[config.mk]
export PLATFORM = sky130hd
export DESIGN_NAME = lru_key_value_cache_top
export DESIGN_NICKNAME = d
export VERILOG_FILES = /design/src/rtl/lkv_pkg.sv /design/src/rtl/lkv_ctrl.sv /design/src/rtl/lkv_datapath.sv /design/src/rtl/lru_key_value_cache_top.sv
export SDC_FILE = /design/constraint.sdc
export NUM_CORES = 2
export LEC_CHECK = 0
export BUFFER_PORTS_ARGS = -buffer_cell sky130_fd_sc_hd__buf_2
export CAP_MARGIN = 10
export CORE_MARGIN = 1
export CORE_UTILIZATION = 55
export DETAILED_ROUTE_END_ITERATION = 8
export PLACE_DENSITY = 0.74
export SYNTH_ARGS = -nofsm -noshare
export SYNTH_HDL_FRONTEND = slang
export SYNTH_SLANG_ARGS = --single-unit
[constraint.sdc]
create_clock -name clock -period 6.2 [get_ports clock]
set_clock_uncertainty 0.1 [all_clocks]
set_input_delay 0.93 -clock clock [delete_from_list [all_inputs] [get_ports clock]]
set_output_delay 0.93 -clock clock [all_outputs]
set_load 0.005 [all_outputs]
[src/rtl/lkv_pkg.sv]
package lkv_pkg;

   localparam int ENTRIES = 16;
   localparam int IDX_W   = (ENTRIES > 1) ? $clog2(ENTRIES) : 1;
   localparam int CNT_W   = $clog2(ENTRIES + 1);
   localparam int KEY_W   = 32;
   localparam int VAL_W   = 32;
   localparam int CAP_W   = 5;

   localparam logic [CAP_W-1:0] CAP_RESET = 5'd16;

   localparam logic FUNC_GET = 1'b0;
   localparam logic FUNC_PUT = 1'b1;

   typedef struct packed {
      logic load;     // capture the accepted transaction and its hit vector
      logic execute;  // apply the update and write the result register
   } lkv_cmd_type;

   typedef struct packed {
      logic out_free; // result register can take a new result this cycle
   } lkv_status_type;

endpackage

[src/rtl/lkv_ctrl.sv]
module lkv_ctrl (
   input  logic                   clock,
   input  logic                   reset,
   input  logic                   req_valid,
   output logic                   req_stall,
   input  lkv_pkg::lkv_status_type status,
   output lkv_pkg::lkv_cmd_type    cmd
);
   import lkv_pkg::*;

   localparam logic ST_IDLE = 1'b0;
   localparam logic ST_EXEC = 1'b1;

   logic state_ff;
   logic state_in;

   always_comb begin
      state_in    = state_ff;
      cmd.load    = 1'b0;
      cmd.execute = 1'b0;
      req_stall   = 1'b1;
      case (state_ff)
         ST_IDLE: begin
            req_stall = 1'b0;
            if (req_valid) begin
               cmd.load = 1'b1;
               state_in = ST_EXEC;
            end
         end
         ST_EXEC: begin
            if (status.out_free) begin
               cmd.execute = 1'b1;
               state_in    = ST_IDLE;
            end
         end
         default: begin
            state_in = ST_IDLE;
         end
      endcase
   end

   always_ff @(posedge clock) begin
      if (reset) begin
         state_ff <= ST_IDLE;
      end else begin
         state_ff <= state_in;
      end
   end

endmodule

[src/rtl/lkv_datapath.sv]
module lkv_datapath (
   input  logic                          clock,
   input  logic                          reset,
   input  logic                          req_func,
   input  logic [lkv_pkg::KEY_W-1:0]     req_lookup_key,
   input  logic [lkv_pkg::VAL_W-1:0]     req_write_value,
   output logic                          rsp_valid,
   input  logic                          rsp_stall,
   output logic                          rsp_found,
   output logic [lkv_pkg::VAL_W-1:0]     rsp_read_value,
   input  logic                          csr_write_enable,
   input  logic [lkv_pkg::CAP_W-1:0]     csr_write_data,
   input  lkv_pkg::lkv_cmd_type          cmd,
   output lkv_pkg::lkv_status_type       status
);
   import lkv_pkg::*;

   localparam int CMP_W = ((CNT_W > CAP_W) ? CNT_W : CAP_W) + 1;

   // entry storage
   logic [KEY_W-1:0] key_ff  [ENTRIES];
   logic [KEY_W-1:0] key_in  [ENTRIES];
   logic [VAL_W-1:0] data_ff [ENTRIES];
   logic [VAL_W-1:0] data_in [ENTRIES];
   logic [IDX_W-1:0] rank_ff [ENTRIES];
   logic [IDX_W-1:0] rank_in [ENTRIES];
   logic [ENTRIES-1:0] valid_ff;
   logic [ENTRIES-1:0] valid_in;
   logic [CNT_W-1:0]   occ_ff;
   logic [CNT_W-1:0]   occ_in;
   logic [CAP_W-1:0]   cap_ff;

   // captured transaction
   logic               func_ff;
   logic [KEY_W-1:0]   lkey_ff;
   logic [VAL_W-1:0]   wval_ff;
   logic [ENTRIES-1:0] hit_ff;
   logic [ENTRIES-1:0] hit_in;

   // result register
   logic               rsp_valid_ff;
   logic               rsp_valid_in;
   logic               found_ff;
   logic               found_in;
   logic [VAL_W-1:0]   rval_ff;
   logic [VAL_W-1:0]   rval_in;

   logic [CMP_W-1:0]   cap_x;
   logic [CMP_W-1:0]   eff_cap;
   logic               full;
   logic               hit_any;
   logic               is_put;
   logic               do_insert;
   logic               active;
   logic [ENTRIES-1:0] free_oh;
   logic [ENTRIES-1:0] victim_oh;
   logic [ENTRIES-1:0] sel_oh;
   logic [IDX_W-1:0]   sel_rank;
   logic [IDX_W:0]     thr;
   logic [IDX_W-1:0]   lru_rank;
   logic [VAL_W-1:0]   hit_data;

   assign status.out_free = !rsp_valid_ff || !rsp_stall;

   always_comb begin
      for (int i = 0; i < ENTRIES; i++) begin
         hit_in[i] = valid_ff[i] && (key_ff[i] == req_lookup_key);
      end
   end

   always_comb begin
      cap_x = CMP_W'(cap_ff);
      if (cap_x == '0) begin
         eff_cap = CMP_W'(1);
      end else if (cap_x > CMP_W'(ENTRIES)) begin
         eff_cap = CMP_W'(ENTRIES);
      end else begin
         eff_cap = cap_x;
      end
      full = CMP_W'(occ_ff) >= eff_cap;
   end

   // ranks of valid entries are distinct 0..occ-1, so the LRU entry has rank occ-1
   assign lru_rank = IDX_W'(occ_ff - CNT_W'(1));
   assign free_oh  = ~valid_ff & (valid_ff + ENTRIES'(1));

   always_comb begin
      hit_any   = |hit_ff;
      is_put    = (func_ff == FUNC_PUT);
      do_insert = is_put && !hit_any && !full;
      active    = hit_any || is_put;
      for (int i = 0; i < ENTRIES; i++) begin
         victim_oh[i] = valid_ff[i] && (rank_ff[i] == lru_rank);
      end
      if (hit_any) begin
         sel_oh = hit_ff;
      end else if (full) begin
         sel_oh = victim_oh;
      end else begin
         sel_oh = free_oh;
      end
      sel_rank = '0;
      hit_data = '0;
      for (int i = 0; i < ENTRIES; i++) begin
         sel_rank = sel_rank | (rank_ff[i] & {IDX_W{sel_oh[i]}});
         hit_data = hit_data | (data_ff[i] & {VAL_W{hit_ff[i]}});
      end
      // a fresh insert ages every valid entry
      thr = do_insert ? {1'b1, {IDX_W{1'b0}}} : {1'b0, sel_rank};
   end

   always_comb begin
      valid_in = valid_ff;
      occ_in   = occ_ff;
      for (int i = 0; i < ENTRIES; i++) begin
         key_in[i]  = key_ff[i];
         data_in[i] = data_ff[i];
         rank_in[i] = rank_ff[i];
         if (cmd.execute && active) begin
            if (sel_oh[i]) begin
               rank_in[i] = '0;
               if (is_put) begin
                  data_in[i] = wval_ff;
               end
               if (is_put && !hit_any) begin
                  key_in[i] = lkey_ff;
               end
               if (do_insert) begin
                  valid_in[i] = 1'b1;
               end
            end else if (valid_ff[i] && ({1'b0, rank_ff[i]} < thr)) begin
               rank_in[i] = IDX_W'(rank_ff[i] + IDX_W'(1));
            end
         end
      end
      if (cmd.execute && do_insert) begin
         occ_in = CNT_W'(occ_ff + CNT_W'(1));
      end
   end

   always_comb begin
      rsp_valid_in = cmd.execute || (rsp_valid_ff && rsp_stall);
      found_in     = found_ff;
      rval_in      = rval_ff;
      if (cmd.execute) begin
         found_in = hit_any;
         rval_in  = (!is_put && hit_any) ? hit_data : '0;
      end
   end

   always_ff @(posedge clock) begin
      if (reset) begin
         valid_ff     <= '0;
         occ_ff       <= '0;
         cap_ff       <= CAP_RESET;
         rsp_valid_ff <= 1'b0;
         for (int i = 0; i < ENTRIES; i++) begin
            rank_ff[i] <= '0;
         end
      end else begin
         valid_ff     <= valid_in;
         occ_ff       <= occ_in;
         rsp_valid_ff <= rsp_valid_in;
         for (int i = 0; i < ENTRIES; i++) begin
            rank_ff[i] <= rank_in[i];
         end
         if (csr_write_enable) begin
            cap_ff <= csr_write_data;
         end
      end
   end

   always_ff @(posedge clock) begin
      for (int i = 0; i < ENTRIES; i++) begin
         key_ff[i]  <= key_in[i];
         data_ff[i] <= data_in[i];
      end
      found_ff <= found_in;
      rval_ff  <= rval_in;
      if (cmd.load) begin
         func_ff <= req_func;
         lkey_ff <= req_lookup_key;
         wval_ff <= req_write_value;
         hit_ff  <= hit_in;
      end
   end

   assign rsp_valid      = rsp_valid_ff;
   assign rsp_found      = found_ff;
   assign rsp_read_value = rval_ff;

endmodule

[src/rtl/lru_key_value_cache_top.sv]
// Fully associative key/value cache with least recently used replacement,
// up to 16 entries; csr_write_data sets how many may be held (0 acts as 1,
// above 16 acts as 16). A get (func 0) returns found and the stored value,
// or found 0 and value 0 on a miss; a put (func 1) updates or inserts and
// always returns value 0, found telling whether the key was present. In
// the accept cycle the key is compared against all entries at once; the
// ranks, entry and result register are then updated in the execute state,
// which waits while a stalled result holds the result register, and no new
// transaction is taken until it ends. No clearing pass is needed after
// reset. Write the capacity only while the block is idle.
module lru_key_value_cache_top (
   input  logic                      clock,
   input  logic                      reset,
   input  logic                      req_valid,
   output logic                      req_stall,
   input  logic                      req_func,
   input  logic [lkv_pkg::KEY_W-1:0] req_lookup_key,
   input  logic [lkv_pkg::VAL_W-1:0] req_write_value,
   output logic                      rsp_valid,
   input  logic                      rsp_stall,
   output logic                      rsp_found,
   output logic [lkv_pkg::VAL_W-1:0] rsp_read_value,
   input  logic                      csr_write_enable,
   input  logic [lkv_pkg::CAP_W-1:0] csr_write_data
);
   import lkv_pkg::*;

   lkv_cmd_type    cmd;
   lkv_status_type status;

   lkv_ctrl u_ctrl (
      .clock     (clock),
      .reset     (reset),
      .req_valid (req_valid),
      .req_stall (req_stall),
      .status    (status),
      .cmd       (cmd)
   );

   lkv_datapath u_dp (
      .clock            (clock),
      .reset            (reset),
      .req_func         (req_func),
      .req_lookup_key   (req_lookup_key),
      .req_write_value  (req_write_value),
      .rsp_valid        (rsp_valid),
      .rsp_stall        (rsp_stall),
      .rsp_found        (rsp_found),
      .rsp_read_value   (rsp_read_value),
      .csr_write_enable (csr_write_enable),
      .csr_write_data   (csr_write_data),
      .cmd              (cmd),
      .status           (status)
   );

endmodule

### Word level (Yosys, flattened, before mapping)

Memory sizes are Yosys's and may differ from the RTL's.
Cells that the tools add are included.

* bits in registers: 142
* RAM bits: 1088
* output and inout bits: 35
* word-level logic and storage cells: 434
* memories kept: 3

Memories
* u_dp.data_ff: words 16, bits a word 32, read ports 16, clocked after memory_dff 0, write ports 16, line lkv_datapath.sv:23 `logic [VAL_W-1:0] data_ff [ENTRIES];`
* u_dp.key_ff: words 16, bits a word 32, read ports 16, clocked after memory_dff 0, write ports 16, line lkv_datapath.sv:21 `logic [KEY_W-1:0] key_ff [ENTRIES];`
* u_dp.rank_ff: words 16, bits a word 4, read ports 16, clocked after memory_dff 0, write ports 16, line lkv_datapath.sv:25 `logic [IDX_W-1:0] rank_ff [ENTRIES];`

* $add $sub $neg: 19
* $lt $le $gt $ge: 18
* equality and inequality tests: 32
* muxes and demuxes: 175
* bitwise operators: 81
* reduce and logical (&&, ||, !) cells: 80

Operator list (number)
* 2-to-1 mux 32 bit: 96
* AND 32 bit: 16
* equality test 32 bit: 16
* OR 32 bit: 15
* 2-to-1 mux 4 bit: 64
* less-than comparator 4 x 5 -> 1 bit: 16
* adder 4 x 1 -> 4 bit (second input constant): 16
* AND 4 bit: 16
* equality test 4 bit: 16
* OR 4 bit: 15
* logical AND 1 bit: 54
* AND reduction 3 bit: 16
* 2-to-1 mux 16 bit: 2
* adder 16 x 1 -> 16 bit (second input constant): 1
* AND 16 bit: 1
* NOT 16 bit: 1
* OR 1 bit: 16
* OR reduction 16 bit: 1
* 2-to-1 mux 5 bit: 3
* 2-to-1 mux 1 bit: 9
* adder 5 x 1 -> 5 bit (second input constant): 1
* greater-or-equal comparator 5 bit: 1
* > comparator 5 bit (second input constant): 1
* logical NOT 1 bit: 5
* other kinds (5): 7

### Longest topological paths before layout

* depth in word-level cells: 29
* depth in mapped cells: 26
* mapped depth without buffers: 23

### By module

From an unflattened synthesis, not the netlist that was laid out.

* cell total of the unflattened synthesis: 3329
* area, all modules: 51162.8 sq um

By module, submodules not included
* lkv_datapath: instances 1, cells each 3324, area an instance 51114.0 sq um, seq. area each 35994.5 sq um
* lkv_ctrl: instances 1, cells each 5, area an instance 48.8 sq um, seq. area each 20.0 sq um

### Worst setup path before layout

No wires, ideal clock.

* path type: register -> register
* from: register u_dp.occ_ff[0]
* to: memory u_dp.rank_ff[0][19] in the netlist's numbering
* setup time: 70 ps
* data arrival time: 5811 ps
* data required time: 6030 ps
* setup slack: 218 ps
* stages on the path, launching flop included: 24
* buffers on the path: 4
* clock period less this slack: 5982 ps
* cells stage by stage: dfxtp_1 > buf_2 > buf_2 > inv_1 > ha_1 > nand2b_1 > a31oi_1 > o21ai_1 > clkbuf_1 > mux2i_1 > o21bai_1 > clkbuf_1 > a222oi_1 > nand4_1 > o21ai_0 > ha_1 > a21o_1 > a21o_1 > a21oi_1 > nor2_1 > nor3_1 > inv_1 > or4_1 > a21oi_1

RTL lines
* start: declaration: line lkv_datapath.sv:29 `logic [CNT_W-1:0] occ_ff;`
* start signal: assignment: line lkv_datapath.sv:162 `occ_ff <= occ_in;`
* end: declaration: line lkv_datapath.sv:25

==> impl_results.md <==
- Tmin final: 5.875 ns
- Post-Syn Area per Cell: 15.56 µm²
- Layout Nets: 3536
- Internal Power: 13.58 mW
- Layout cells sized above 1: 12.75%
- P&R area growth vs syn: 12.28%
- Sequential power share: 53.8%
- Pre-Repair DR Iteration Count: 6
- Fmax: 170.2 MHz
- Worst Hold Launch: req_write_value[26]
- Chip width: 305.7 µm
- Clock power share: 41.6%
- NetSw: 3.888 mW
- Footprint of the multi-input gates: 0.01411 mm²
- Finish-stage setup viols: 0
- FFs w/ async S/R, synth: 0%
- Crit path launch type: flop
- Slew HR: 11.84%
- Register area share after synthesis: 70.98%
- Vias in the first global route: 31090
- Initial antenna violation count: 2
- Critical Path Sink Type: flop
- Synthesized Nets: 3407
- Clock sinks: 1230
- EDFF count, synth: 1138
- Worst Setup Path Type: flop to flop
- Final TNS setup: 0 ns
- Status: completed
- Hold crit path type: input pin to flop
- Drt drc: 0
- Mapped Area: 0.05074 mm²
- FF/Latch Area: 0.03601 mm²
- Clk pin slew, worst setup/hold paths: 0.07 ns
- Drt total wl: 150800 µm
- Final Hold Viols: 0
- Row count: 111
- Combinational power share: 4.5%
- CTS buffer count: 116
- Worst setup path start: u_dp.cap_ff[1]
- Max FO, Critical Path: 12
- Reg2reg start: u_dp.cap_ff[1]
- Clock latency on the worst-skew pair: 0.71 ns
- Num ports: 110
- Yosys cell types: 74
- Initial Util: 55.44%
- Pwr Density: 306.6 mW/mm²
- WL/cell: 32.24 µm
- Switching fraction of total power: 22.26%
- Worst vdd ir: 266.0 µV
- Total power: 17.47 mW
- RSZ-0062 raised after global routing: false
- Synth Flop Type: edfxtp_1
- Cells after synthesis: 3261
- CP Data Arrival Time: 6.40 ns
- I/O Buffers: 109
- Grt total ovfl: 0
- GRT Overall Usage: 32.11%
- First-pass GRT wire length: 214400 µm
- Actual slew at the worst max-slew pin: 1.322 ns
- Final period utilization: 94.76%
- DR iter-0 viols: 4124
- Yosys warns: 0
- Die H: 305.7 µm
- Core area: 0.09152 mm²
- Maximum clock insertion buffer count: 3
- Die ar.: 0.09347 mm²
- # H-tree levels: 3
- Hold Slack: 0.2874 ns
- Final HPWL from detailed placement: 87830 µm
- Register bit count reported by yosys: 1230
- Max Cap Viol: 0
- Clock root buffer: clkbuf_16
- # fillers: 6396
- Routed Antenna Nets: 0
- Max Slew Vio Count: 0
- Largest net degree at the start of global routing: 58
- Routability cong.: 0.9605
- Vias per cell: 6.712
- Critical Path RT: 6.72 ns
- Vias: 31400
- Static Leak: 18.83 nW
- CTS tree: yes
-- area by class of cell --
cell class                      instances  share of cell area, %
Sequential cell                      1230                  63.22
Inverter                               30                 0.1977
Timing Repair Buffer                  211                  2.306
Multi-Input combinational cell       1801                  24.78
Tap cell                             1186                  2.605
Antenna cell                            2               0.008785
Clock buffer                          132                  5.256
Clock inverter                         86                  1.632
-- metal layers --
layer	up-vias	share of wire [%]	track usage, %
met1	15850	36	41.62
met3	398	10	4.756
met4	2	5.3	15.99
li1	13000	-	-
met2	2149	48	53.08
met5	-	0.011	0
-- power groups by stage --
stage | Sequential (mW) | Combinational (mW) | Clock [mW]
floorplan | 9.47 | 0.450 | 0
CTS | 9.40 | 0.783 | 7.30
global placement | 9.56 | 0.761 | 0
detailed placement | 9.58 | 0.777 | 0
global route | 9.41 | 0.823 | 7.60
finish | 9.41 | 0.792 | 7.27
-- registers in the layout, summed over array words and instances (netlist names) --
register and flops:
u_ctrl.state_ff 1, u_dp.cap_ff 5, u_dp.data_ff 512, u_dp.func_ff 1
u_dp.hit_ff 16, u_dp.key_ff 512, u_dp.lkey_ff 32, u_dp.occ_ff 5
u_dp.rank_ff 64, u_dp.rsp_found 1, u_dp.rsp_read_value 32, u_dp.rsp_valid 1
u_dp.valid_ff 16, u_dp.wval_ff 32
-- cells in the final DEF, fill, tap and decap left out, types with 26 or more instances in the layout --
master     instances
edfxtp_1        1138
xnor2_1          445
nand4_1          136
xor2_1           120
clkbuf_16        117
buf_2            108
buf_4            103
a22o_1           100
a221oi_1          99
dfxtp_1           92
a22oi_1           83
a21oi_1           71
ha_1              71
nand3_1           68
nor4_1            64
nor2_1            64
nand2_1           54
and3_1            40
a21o_1            37
a31oi_1           37
inv_1             30
o21ai_0           29
clkinv_1          27
nor2b_4           26
-- logic make-up (layout without fill, tap and decap cells) --
kind of cell	after synthesis	count (layout)	synth area share, %
other cells	0	2	0
mux	18	18	0.3576
xor+xnor	577	577	10.26
flops	1230	1230	70.98
buf+inv	230	459	1.756
compound gates	572	572	8.624
simple gates	563	563	6.269
fa+ha+maj	71	71	1.751
-- timing repair --
action                                  CTS  global route
endpoints found under the setup margin    0            10
hold buffers                              0             0
buffers inserted                          0             0
resized for setup                         0             2
hold endpoints to repair                  0             0
-- critical path: stages, from the launching register on --
cell	delay [ns]
dfxtp_1	0.33
nor3_1	0.19
nor2_1	0.07
nor2_1	0.10
ha_1	0.23
nand2b_1	0.14
a31oi_1	0.30
o21a_1	0.54
buf_4	0.29
mux2i_1	0.20
o21bai_1	0.09
a222oi_1	0.34
nand4_1	0.18
o21ai_2	0.62
buf_4	0.31
ha_1	0.27
a21o_1	0.16
a21oi_1	0.13
inv_1	0.07
a211oi_1	0.24
a21boi_0	0.24
a2111oi_0	0.53
a21o_1	0.14
-- final timing paths --
path | to | slack [ns] | cells after the start
worst max-delay path | u_dp.rank_ff[0][46] | 0.32 | 22
worst min register to register | u_dp.occ_ff[4] | 0.45 | 2
worst min-delay path | u_dp.wval_ff[26] | 0.29 | 1
worst max register to register | u_dp.rank_ff[0][46] | 0.32 | 22
-- cell usage after synthesis, drive strengths merged, types with 9 or more instances --
cell type,n,area [µm²]
or3,22,137.6
o41ai,9,78.83
nand3,69,345.3
a221oi,100,882.1
nor4,64,400.4
mux2i,17,170.2
nand4,137,872.1
edfxtp,1138,34170
xnor2,447,3930
a21oi,73,365.4
nor2b,34,212.7
inv,30,112.6
o21ai,36,180.2
clkbuf,173,649.4
xnor3,10,225.2
nor3,23,120.1
a31oi,37,231.5
ha,71,888.4
xor2,120,1051
buf,27,128.9
nand2,54,202.7
o31ai,15,127.6
a22oi,83,623.1
o211a,11,110.1
a21o,37,277.8
dfxtp,92,1842
nor2,69,261.5
and3,41,256.5
a22o,100,875.8
-- metrics by stage --
step	instance area (µm²)	cells	util [%]	setup WS, ns
finish	56970	4678	62.24	0.3248
global route	56960	4676	62.24	0.1061
CTS	56960	4676	62.23	0.04945
detailed placement	53030	4458	57.94	0.1054
global placement	53030	4458	57.94	0.3719
floorplan	50740	3261	-	0.2182
Note: power is estimated with default switching activity, not from simulation.
